### config.mk
export PLATFORM = sky130hd
export DESIGN_NAME = anchored_substring_match_top
export DESIGN_NICKNAME = d
export VERILOG_FILES = /design/src/hdl/asm_pkg.sv /design/src/hdl/asm_cfg.sv /design/src/hdl/asm_cell.sv /design/src/hdl/asm_ctrl.sv /design/src/hdl/anchored_substring_match_top.sv
export SDC_FILE = /design/constraint.sdc
export NUM_CORES = 1
export LEC_CHECK = 0
export ABC_CLOCK_PERIOD_IN_PS = 11630
export BUFFER_PORTS_ARGS = -buffer_cell sky130_fd_sc_hd__clkbuf_2
export CORE_ASPECT_RATIO = 1.4
export CORE_MARGIN = 8
export CORE_UTILIZATION = 42
export CTS_CLUSTER_SIZE = 24
export DETAILED_ROUTE_END_ITERATION = 16
export PLACE_DENSITY_LB_ADDON = 0.12
export SLEW_MARGIN = 25
export SYNTH_ARGS = -nofsm -noshare
export SYNTH_HDL_FRONTEND = slang
export SYNTH_SLANG_ARGS = --single-unit
### constraint.sdc
create_clock -name clk -period 11.63 [get_ports clk]
set_input_delay 2.326 -clock clk [delete_from_list [all_inputs] [get_ports clk]]
set_output_delay 2.326 -clock clk [all_outputs]
set_load 0.02 [all_outputs]
### src/hdl/asm_pkg.sv
// ---------------------------------------------------------------------------
// asm_pkg: shared types and constants for the anchored substring matcher
// Holds register indexes, field widths and the configuration bundle that
// the register bank hands to the cells and the control logic.
// ---------------------------------------------------------------------------
`timescale 1ns / 1ps

package asm_pkg;

  // pattern register geometry
  localparam int PAT_REG_BYTES = 16;
  localparam int PAT_W         = 8 * PAT_REG_BYTES;
  localparam int PAT_IDX_W     = 4;
  localparam int LEN_W         = 5;
  localparam int BYTE_W        = 8;
  localparam int CFG_DATA_W    = 64;
  localparam int CFG_IDX_W     = 3;

  // default window depth
  localparam int PATTERN_MAX_DEF = 16;

  // register indexes
  typedef enum logic [CFG_IDX_W-1:0] {
    REG_PAT_LOW  = 3'd0,
    REG_PAT_HIGH = 3'd1,
    REG_PAT_LEN  = 3'd2,
    REG_ANC_STA  = 3'd3,
    REG_ANC_END  = 3'd4
  } reg_idx_t;

  // configuration seen by the datapath
  typedef struct packed {
    logic [PAT_W-1:0] pattern;
    logic [LEN_W-1:0] len_eff;
    logic             anchor_start;
    logic             anchor_end;
  } cfg_t;

endpackage

### src/hdl/asm_cfg.sv
// ---------------------------------------------------------------------------
// asm_cfg: configuration register bank
// Takes register writes and presents the pattern, the clamped pattern
// length and the anchor flags.
// ---------------------------------------------------------------------------
`timescale 1ns / 1ps

module asm_cfg import asm_pkg::*; #(
  parameter int CELLS = PATTERN_MAX_DEF
) (
  input  logic                  clk,
  input  logic                  rst_n,
  input  logic                  cfg_valid,
  output logic                  cfg_ready,
  input  logic [CFG_IDX_W-1:0]  cfg_index,
  input  logic [CFG_DATA_W-1:0] cfg_data,
  output cfg_t                  cfg
);

  logic [CFG_DATA_W-1:0] pat_lo_r;
  logic [CFG_DATA_W-1:0] pat_hi_r;
  logic [LEN_W-1:0]      len_r;
  logic                  anc_sta_r;
  logic                  anc_end_r;
  logic [LEN_W-1:0]      len_eff;

  assign cfg_ready = 1'b1;

  // register writes
  always_ff @(posedge clk) begin
    if (!rst_n) begin
      pat_lo_r  <= '0;
      pat_hi_r  <= '0;
      len_r     <= LEN_W'(1);
      anc_sta_r <= 1'b0;
      anc_end_r <= 1'b0;
    end else if (cfg_valid && cfg_ready) begin
      unique case (cfg_index)
        REG_PAT_LOW:  pat_lo_r  <= cfg_data;
        REG_PAT_HIGH: pat_hi_r  <= cfg_data;
        REG_PAT_LEN:  len_r     <= cfg_data[LEN_W-1:0];
        REG_ANC_STA:  anc_sta_r <= cfg_data[0];
        REG_ANC_END:  anc_end_r <= cfg_data[0];
        default: ;
      endcase
    end
  end

  // zero length counts as one, long patterns clamp to the window depth
  always_comb begin
    if (len_r == '0) begin
      len_eff = LEN_W'(1);
    end else if (len_r > LEN_W'(CELLS)) begin
      len_eff = LEN_W'(CELLS);
    end else begin
      len_eff = len_r;
    end
  end

  assign cfg.pattern      = {pat_hi_r, pat_lo_r};
  assign cfg.len_eff      = len_eff;
  assign cfg.anchor_start = anc_sta_r;
  assign cfg.anchor_end   = anc_end_r;

endmodule

### src/hdl/asm_cell.sv
// ---------------------------------------------------------------------------
// asm_cell: one window position
// Holds one data byte, passes it to the next cell on every beat and checks
// the byte it takes in against the pattern byte that lines up with it.
// ---------------------------------------------------------------------------
`timescale 1ns / 1ps

module asm_cell import asm_pkg::*; #(
  parameter int IDX = 0
) (
  input  logic              clk,
  input  logic              shift,
  input  logic [BYTE_W-1:0] byte_in,
  output logic [BYTE_W-1:0] byte_out,
  input  cfg_t              cfg,
  output logic              ok
);

  logic [BYTE_W-1:0]    byte_r;
  logic [BYTE_W-1:0]    byte_nxt;
  logic [LEN_W-1:0]     pos_full;
  logic [PAT_IDX_W-1:0] pat_idx;
  logic                 active;

  assign byte_nxt = shift ? byte_in : byte_r;

  always_ff @(posedge clk) begin
    byte_r <= byte_nxt;
  end

  assign byte_out = byte_r;

  // this cell sits at pattern index len-1-IDX once the new byte is in
  assign active   = LEN_W'(IDX) < cfg.len_eff;
  assign pos_full = cfg.len_eff - LEN_W'(1) - LEN_W'(IDX);
  assign pat_idx  = pos_full[PAT_IDX_W-1:0];

  // compare the byte arriving on this beat
  assign ok = !active || (byte_in == cfg.pattern[pat_idx*BYTE_W +: BYTE_W]);

endmodule

### src/hdl/asm_ctrl.sv
// ---------------------------------------------------------------------------
// asm_ctrl: string tracking and result register
// Counts the bytes of the current string, keeps the found flag, applies
// the anchor rules on the last byte and holds the result beat.
// ---------------------------------------------------------------------------
`timescale 1ns / 1ps

module asm_ctrl import asm_pkg::*; #(
  parameter int CELLS = PATTERN_MAX_DEF
) (
  input  logic clk,
  input  logic rst_n,
  input  logic in_valid,
  output logic in_stall,
  input  logic in_last_byte,
  output logic out_valid,
  input  logic out_stall,
  output logic out_matched,
  input  cfg_t cfg,
  input  logic window_ok,
  output logic shift
);

  localparam int SEEN_W = $clog2(CELLS + 2);

  logic [SEEN_W-1:0] seen_r;
  logic [SEEN_W-1:0] seen_nxt;
  logic              found_r;
  logic              found_nxt;
  logic              out_valid_r;
  logic              out_matched_r;
  logic [LEN_W-1:0]  seen_ext;
  logic              hit;
  logic              exact;
  logic              result;

  // take a byte unless a result waits and is held
  assign in_stall = out_valid_r && out_stall;
  assign shift    = in_valid && !in_stall;

  // byte count saturates one past the window depth
  assign seen_nxt = (seen_r < SEEN_W'(CELLS + 1)) ? seen_r + SEEN_W'(1) : seen_r;
  assign seen_ext = LEN_W'(seen_nxt);

  assign hit   = window_ok && (seen_ext >= cfg.len_eff);
  assign exact = (seen_ext == cfg.len_eff);

  // start anchor only counts the occurrence at the head of the string
  assign found_nxt = found_r || (cfg.anchor_start ? (hit && exact) : hit);

  always_comb begin
    priority if (cfg.anchor_start && cfg.anchor_end) begin
      result = hit && exact;
    end else if (cfg.anchor_end) begin
      result = hit;
    end else begin
      result = found_nxt;
    end
  end

  // string state, cleared after the last byte
  always_ff @(posedge clk) begin
    if (!rst_n) begin
      seen_r  <= '0;
      found_r <= 1'b0;
    end else if (shift) begin
      if (in_last_byte) begin
        seen_r  <= '0;
        found_r <= 1'b0;
      end else begin
        seen_r  <= seen_nxt;
        found_r <= found_nxt;
      end
    end
  end

  // result beat register
  always_ff @(posedge clk) begin
    if (!rst_n) begin
      out_valid_r <= 1'b0;
    end else if (shift && in_last_byte) begin
      out_valid_r <= 1'b1;
    end else if (!out_stall) begin
      out_valid_r <= 1'b0;
    end
  end

  always_ff @(posedge clk) begin
    if (shift && in_last_byte) begin
      out_matched_r <= result;
    end
  end

  assign out_valid   = out_valid_r;
  assign out_matched = out_matched_r;

endmodule

### src/hdl/anchored_substring_match_top.sv
// ---------------------------------------------------------------------------
// anchored_substring_match_top: literal pattern match over a byte stream
// A row of byte cells forms a sliding window that is compared against the
// configured pattern on every byte; one result beat per string.
//
//   channel  direction  handshake            payload
//   in_      input      in_valid / in_stall  in_data_byte, in_last_byte
//   out_     output     out_valid/out_stall  out_matched
//   cfg_     input      cfg_valid/cfg_ready  cfg_index, cfg_data
//
// One byte per cycle while in_stall is low; the window compare across the
// cells is combinational, and the result beat is registered and appears in
// the cycle after the last byte is taken.
// Synchronous active-low reset clears the config registers, string state and out_valid.
// in_stall rises only while a result beat is held by out_stall.
// cfg_ready is always high.
// ---------------------------------------------------------------------------
`timescale 1ns / 1ps

module anchored_substring_match_top import asm_pkg::*; #(
  parameter int PATTERN_MAX = PATTERN_MAX_DEF
) (
  input  logic                  clk,
  input  logic                  rst_n,
  input  logic                  in_valid,
  output logic                  in_stall,
  input  logic [BYTE_W-1:0]     in_data_byte,
  input  logic                  in_last_byte,
  output logic                  out_valid,
  input  logic                  out_stall,
  output logic                  out_matched,
  input  logic                  cfg_valid,
  output logic                  cfg_ready,
  input  logic [CFG_IDX_W-1:0]  cfg_index,
  input  logic [CFG_DATA_W-1:0] cfg_data
);

  // only positions up to the pattern register size can ever be compared
  localparam int CELLS = (PATTERN_MAX < PAT_REG_BYTES) ? PATTERN_MAX : PAT_REG_BYTES;

  cfg_t              cfg;
  logic              shift;
  logic [CELLS-1:0]  ok_vec;
  logic [BYTE_W-1:0] chain [CELLS+1];

  asm_cfg #(.CELLS(CELLS)) u_cfg (
    .clk       (clk),
    .rst_n     (rst_n),
    .cfg_valid (cfg_valid),
    .cfg_ready (cfg_ready),
    .cfg_index (cfg_index),
    .cfg_data  (cfg_data),
    .cfg       (cfg)
  );

  // window cells, newest byte enters cell zero
  assign chain[0] = in_data_byte;

  for (genvar k = 0; k < CELLS; k++) begin : g_cell
    asm_cell #(.IDX(k)) u_cell (
      .clk      (clk),
      .shift    (shift),
      .byte_in  (chain[k]),
      .byte_out (chain[k+1]),
      .cfg      (cfg),
      .ok       (ok_vec[k])
    );
  end

  asm_ctrl #(.CELLS(CELLS)) u_ctrl (
    .clk          (clk),
    .rst_n        (rst_n),
    .in_valid     (in_valid),
    .in_stall     (in_stall),
    .in_last_byte (in_last_byte),
    .out_valid    (out_valid),
    .out_stall    (out_stall),
    .out_matched  (out_matched),
    .cfg          (cfg),
    .window_ok    (&ok_vec),
    .shift        (shift)
  );

endmodule
==> flow_summary.yaml <==
global_route:
  grt_first_pass_wirelength_um: 108000
  antenna_found_initial: 1
  grt_pass1_vias: 14900
  grt_max_degree: 85
  overflow: 0
  track_usage_pct: 30.1
worst_hold_path:
  hold_depth: 0
  hold_path.class: "reg -> reg"
  hold_path_end: "g_cell[8].u_cell.byte_out[0]$_DFFE_PP_"
  hold_start: "g_cell[7].u_cell.byte_out[0]$_DFFE_PP_"
cts:
  ctsResizeCount: 0
  cts_tree: "done"
  htree_levels: 1
  cts-buffers-inserted: 27
  cts_hold_buf: 0
  clkSinkCount: 263
  clk_path_buf_depth: 3
  cts_setup_buffers: 0
  clk_latency_ps: 570
  clkTransAtPathRegs_ps: 70
  cts_root_buffer: "clkbuf_16"
power_and_ir_drop:
  leakage_nw: 6.74
  pwr-share-seq_pct: 45.6
  p_sw_share_pct: 26.7
  power_mw: 2.33
  p_int_mw: 1.71
  ir_worst_vdd_mv: 0.154
  p_sw_uw: 622
  clock_power_share_pct: 41.8
  power_density_nw_per_um2: 118
  power_frac_comb_pct: 12.6
critical_path:
  crit_fanout: 44
  worstReg2RegStart: "u_cfg.len_r[4]$_SDFFE_PN0P_"
  start_kind: "flip-flop"
  r2r_cells: 18
  slowest_delay_ps: 780
  required_ps: 12050
  cp_top_family: "simple AND/OR/NAND/NOR gates"
  reg2reg_to: "u_ctrl.out_matched$_DFFE_PP_"
  arrival_ps: 6710
  path_cells: "buf_4 -> or4_1 -> nand2_8 -> inv_4 -> ha_1 -> buf_4 -> clkinv_1 -> ha_1 -> a21oi_1 -> nor3_1 -> a22o_1 -> a221oi_1 -> xnor2_1 -> nor4_1 -> nand2_1 -> a21oi_1 -> nand4_1 -> o21ai_1"
  crit_slowest_cell: "a21oi_1"
  crit_buf_inv: 4
  worstSetupEndpointType: "flip-flop"
  path_class: "reg -> reg"
  r2r_slack_ps: 5340
drt:
  top_layer_used: "met4"
  drc: 0
  routed-wl-met2_um: 36100
  totalWireLength_um: 75800
  vias_per_cell: 6.58
  dr.first_iter.drc_count: 1940
  antenna_left: 0
  wl_met3_um: 6100
  wirelength_met1_um: 27300
  vias: 15700
  routedWlPerCell_um: 31.7
  drt_pass1_iterations: 6
die:
  core_um2: 42100
  die_y_um: 260
  die-area_um2: 49500
  start_util_pct: 42.5
  io-pin-count: 85
  die_w_um: 190
  rows: 89
timing:
  fin_hold_ws_ps: 472
  worst_pin_slew_ps: 1160
  hold_viol: 0
  fin_tns_setup_ps: 0
  min_period_over_period_pct: 54.1
  finalClockSkew_ps: 13.6
  timing.fmax_ghz: 0.159
  layout_min_cycle_time_ps: 6290
  worst_slack_ps: 5340
  setup_viol_count_final: 0
  slew_headroom_pct: 22.6
  slew_violations: 0
  grt_setup_unrepaired: "false"
yosys:
  synth_edf_count: 121
  syn_nets: 1909
  synthDistinctLibCells: 73
  ys_ff_latch: 263
  yosysTopAreaCell: "edfxtp_1"
  synth_area_um2: 17900
  async_reset_ff_share_pct: 0
  yosysWarnings: 0
  synth_area_per_cell_um2: 9.86
  ys_seq_area_share_pct: 36.2
  synth_top_area_share_pct: 20.3
  yosys_most_used_dff: "dfxtp_1"
  synthTopCellsByArea: "edfxtp_1 (20%), dfxtp_1 (16%), mux4_2 (16%)"
  synthCells: 1813
job:
  maxCapViolations: 0
place:
  io_buffers: 83
  gp_congestion: 1.10
  place_hpwl_um: 58900
  place_ws_ps: 5370
layout:
  area_growth_syn_to_layout_pct: 10.6
  nNetsFinal: 1923
  drive_gt1_share_pct: 18.0
  diodes: 0
  final_util_pct: 47.0
  layout_common_cells: "nand2_1 (381), dfxtp_1 (142), a21boi_0 (132)"
  final_common_cell: "nand2_1"
status:
  status: "finished, final reports clean"
registers in the layout (all words and copies together), names as in the netlist:
name and flops:
g_cell.u_cell.byte_out 120, u_cfg.pat_hi_r 64, u_cfg.pat_lo_r 64, u_cfg.len_r 5
u_ctrl.seen_r 5, u_cfg.anc_end_r 1, u_cfg.anc_sta_r 1, u_ctrl.found_r 1
u_ctrl.out_matched 1, u_ctrl.out_valid 1
worst max path at each step:
stage | start | end | slack (ps) | depth (start not counted)
floorplan | u_cfg.len_r[4]$_SDFFE_PN0P_ | u_ctrl.found_r$_SDFFE_PN0P_ | 5720 | 23
global placement | u_cfg.len_r[4]$_SDFFE_PN0P_ | u_ctrl.out_matched$_DFFE_PP_ | 5440 | 18
detailed placement | u_cfg.len_r[4]$_SDFFE_PN0P_ | u_ctrl.out_matched$_DFFE_PP_ | 5370 | 17
CTS | u_cfg.len_r[4]$_SDFFE_PN0P_ | u_ctrl.out_matched$_DFFE_PP_ | 5360 | 17
global route | u_cfg.len_r[4]$_SDFFE_PN0P_ | u_ctrl.out_matched$_DFFE_PP_ | 4780 | 18
finish | u_cfg.len_r[4]$_SDFFE_PN0P_ | u_ctrl.out_matched$_DFFE_PP_ | 5340 | 18
cell usage after synthesis, types with 18 or more instances:
cell / n
mux2i_1: 72
edfxtp_1: 121
a21boi_0: 132
dfxtp_1: 142
o22ai_1: 18
a31oi_1: 18
xnor2_1: 103
buf_1: 24
clkbuf_1: 92
and3_1: 21
nand3_1: 81
nor2_1: 35
o21ai_0: 50
a21oi_1: 43
mux4_2: 126
nand4_1: 22
nand2_1: 382
a22oi_1: 76
cells by family (layout without fill, tap and decap cells):
kind of cell    count (synthesis)  count (layout)  share of synthesized area (%)
flops                         263             263                           36.2
other cells                     1               1                         0.0210
mux                           209             209                           20.6
buf+inv                       149             183                           3.49
fa+ha+maj                      15              15                           1.05
xor+xnor                      117             117                           5.73
compound gates                441             441                           17.4
simple gates                  618             618                           15.4
routing by layer:
layer | vias up | GRT usage (%)
met5 | - | 0
met4 | 0 | 21.3
met3 | 248 | 5.94
met2 | 863 | 49.1
met1 | 7776 | 34.9
li1 | 6860 | -
per-stage QoR:
step	cells	area (um^2)
global route	2393	19800
detailed placement	2343	18700
CTS	2392	19700
finish	2393	19800
global placement	2343	18700
floorplan	1813	17900
power by group through the flow:
stage | logic, mW | registers (mW) | clock network, mW
3_5_place_dp | 0.288 | 1.08 | 0
4_1_cts | 0.289 | 1.06 | 0.985
2_1_floorplan | 0.191 | 1.05 | 0
6_report | 0.295 | 1.06 | 0.973
5_1_grt | 0.312 | 1.06 | 1.01
3_3_place_gp | 0.287 | 1.08 | 0
layout make-up:
class                   instances  area (um^2)
inverters                      15         61.3
well taps                     546          683
fillers                      4027        22300
clock inverters                12          201
flip-flops and latches        263         6480
multi-input cells            1401        10900
clock buffers                  37          779
repair buffers                119          712
(Power assumes the default switching activity.)
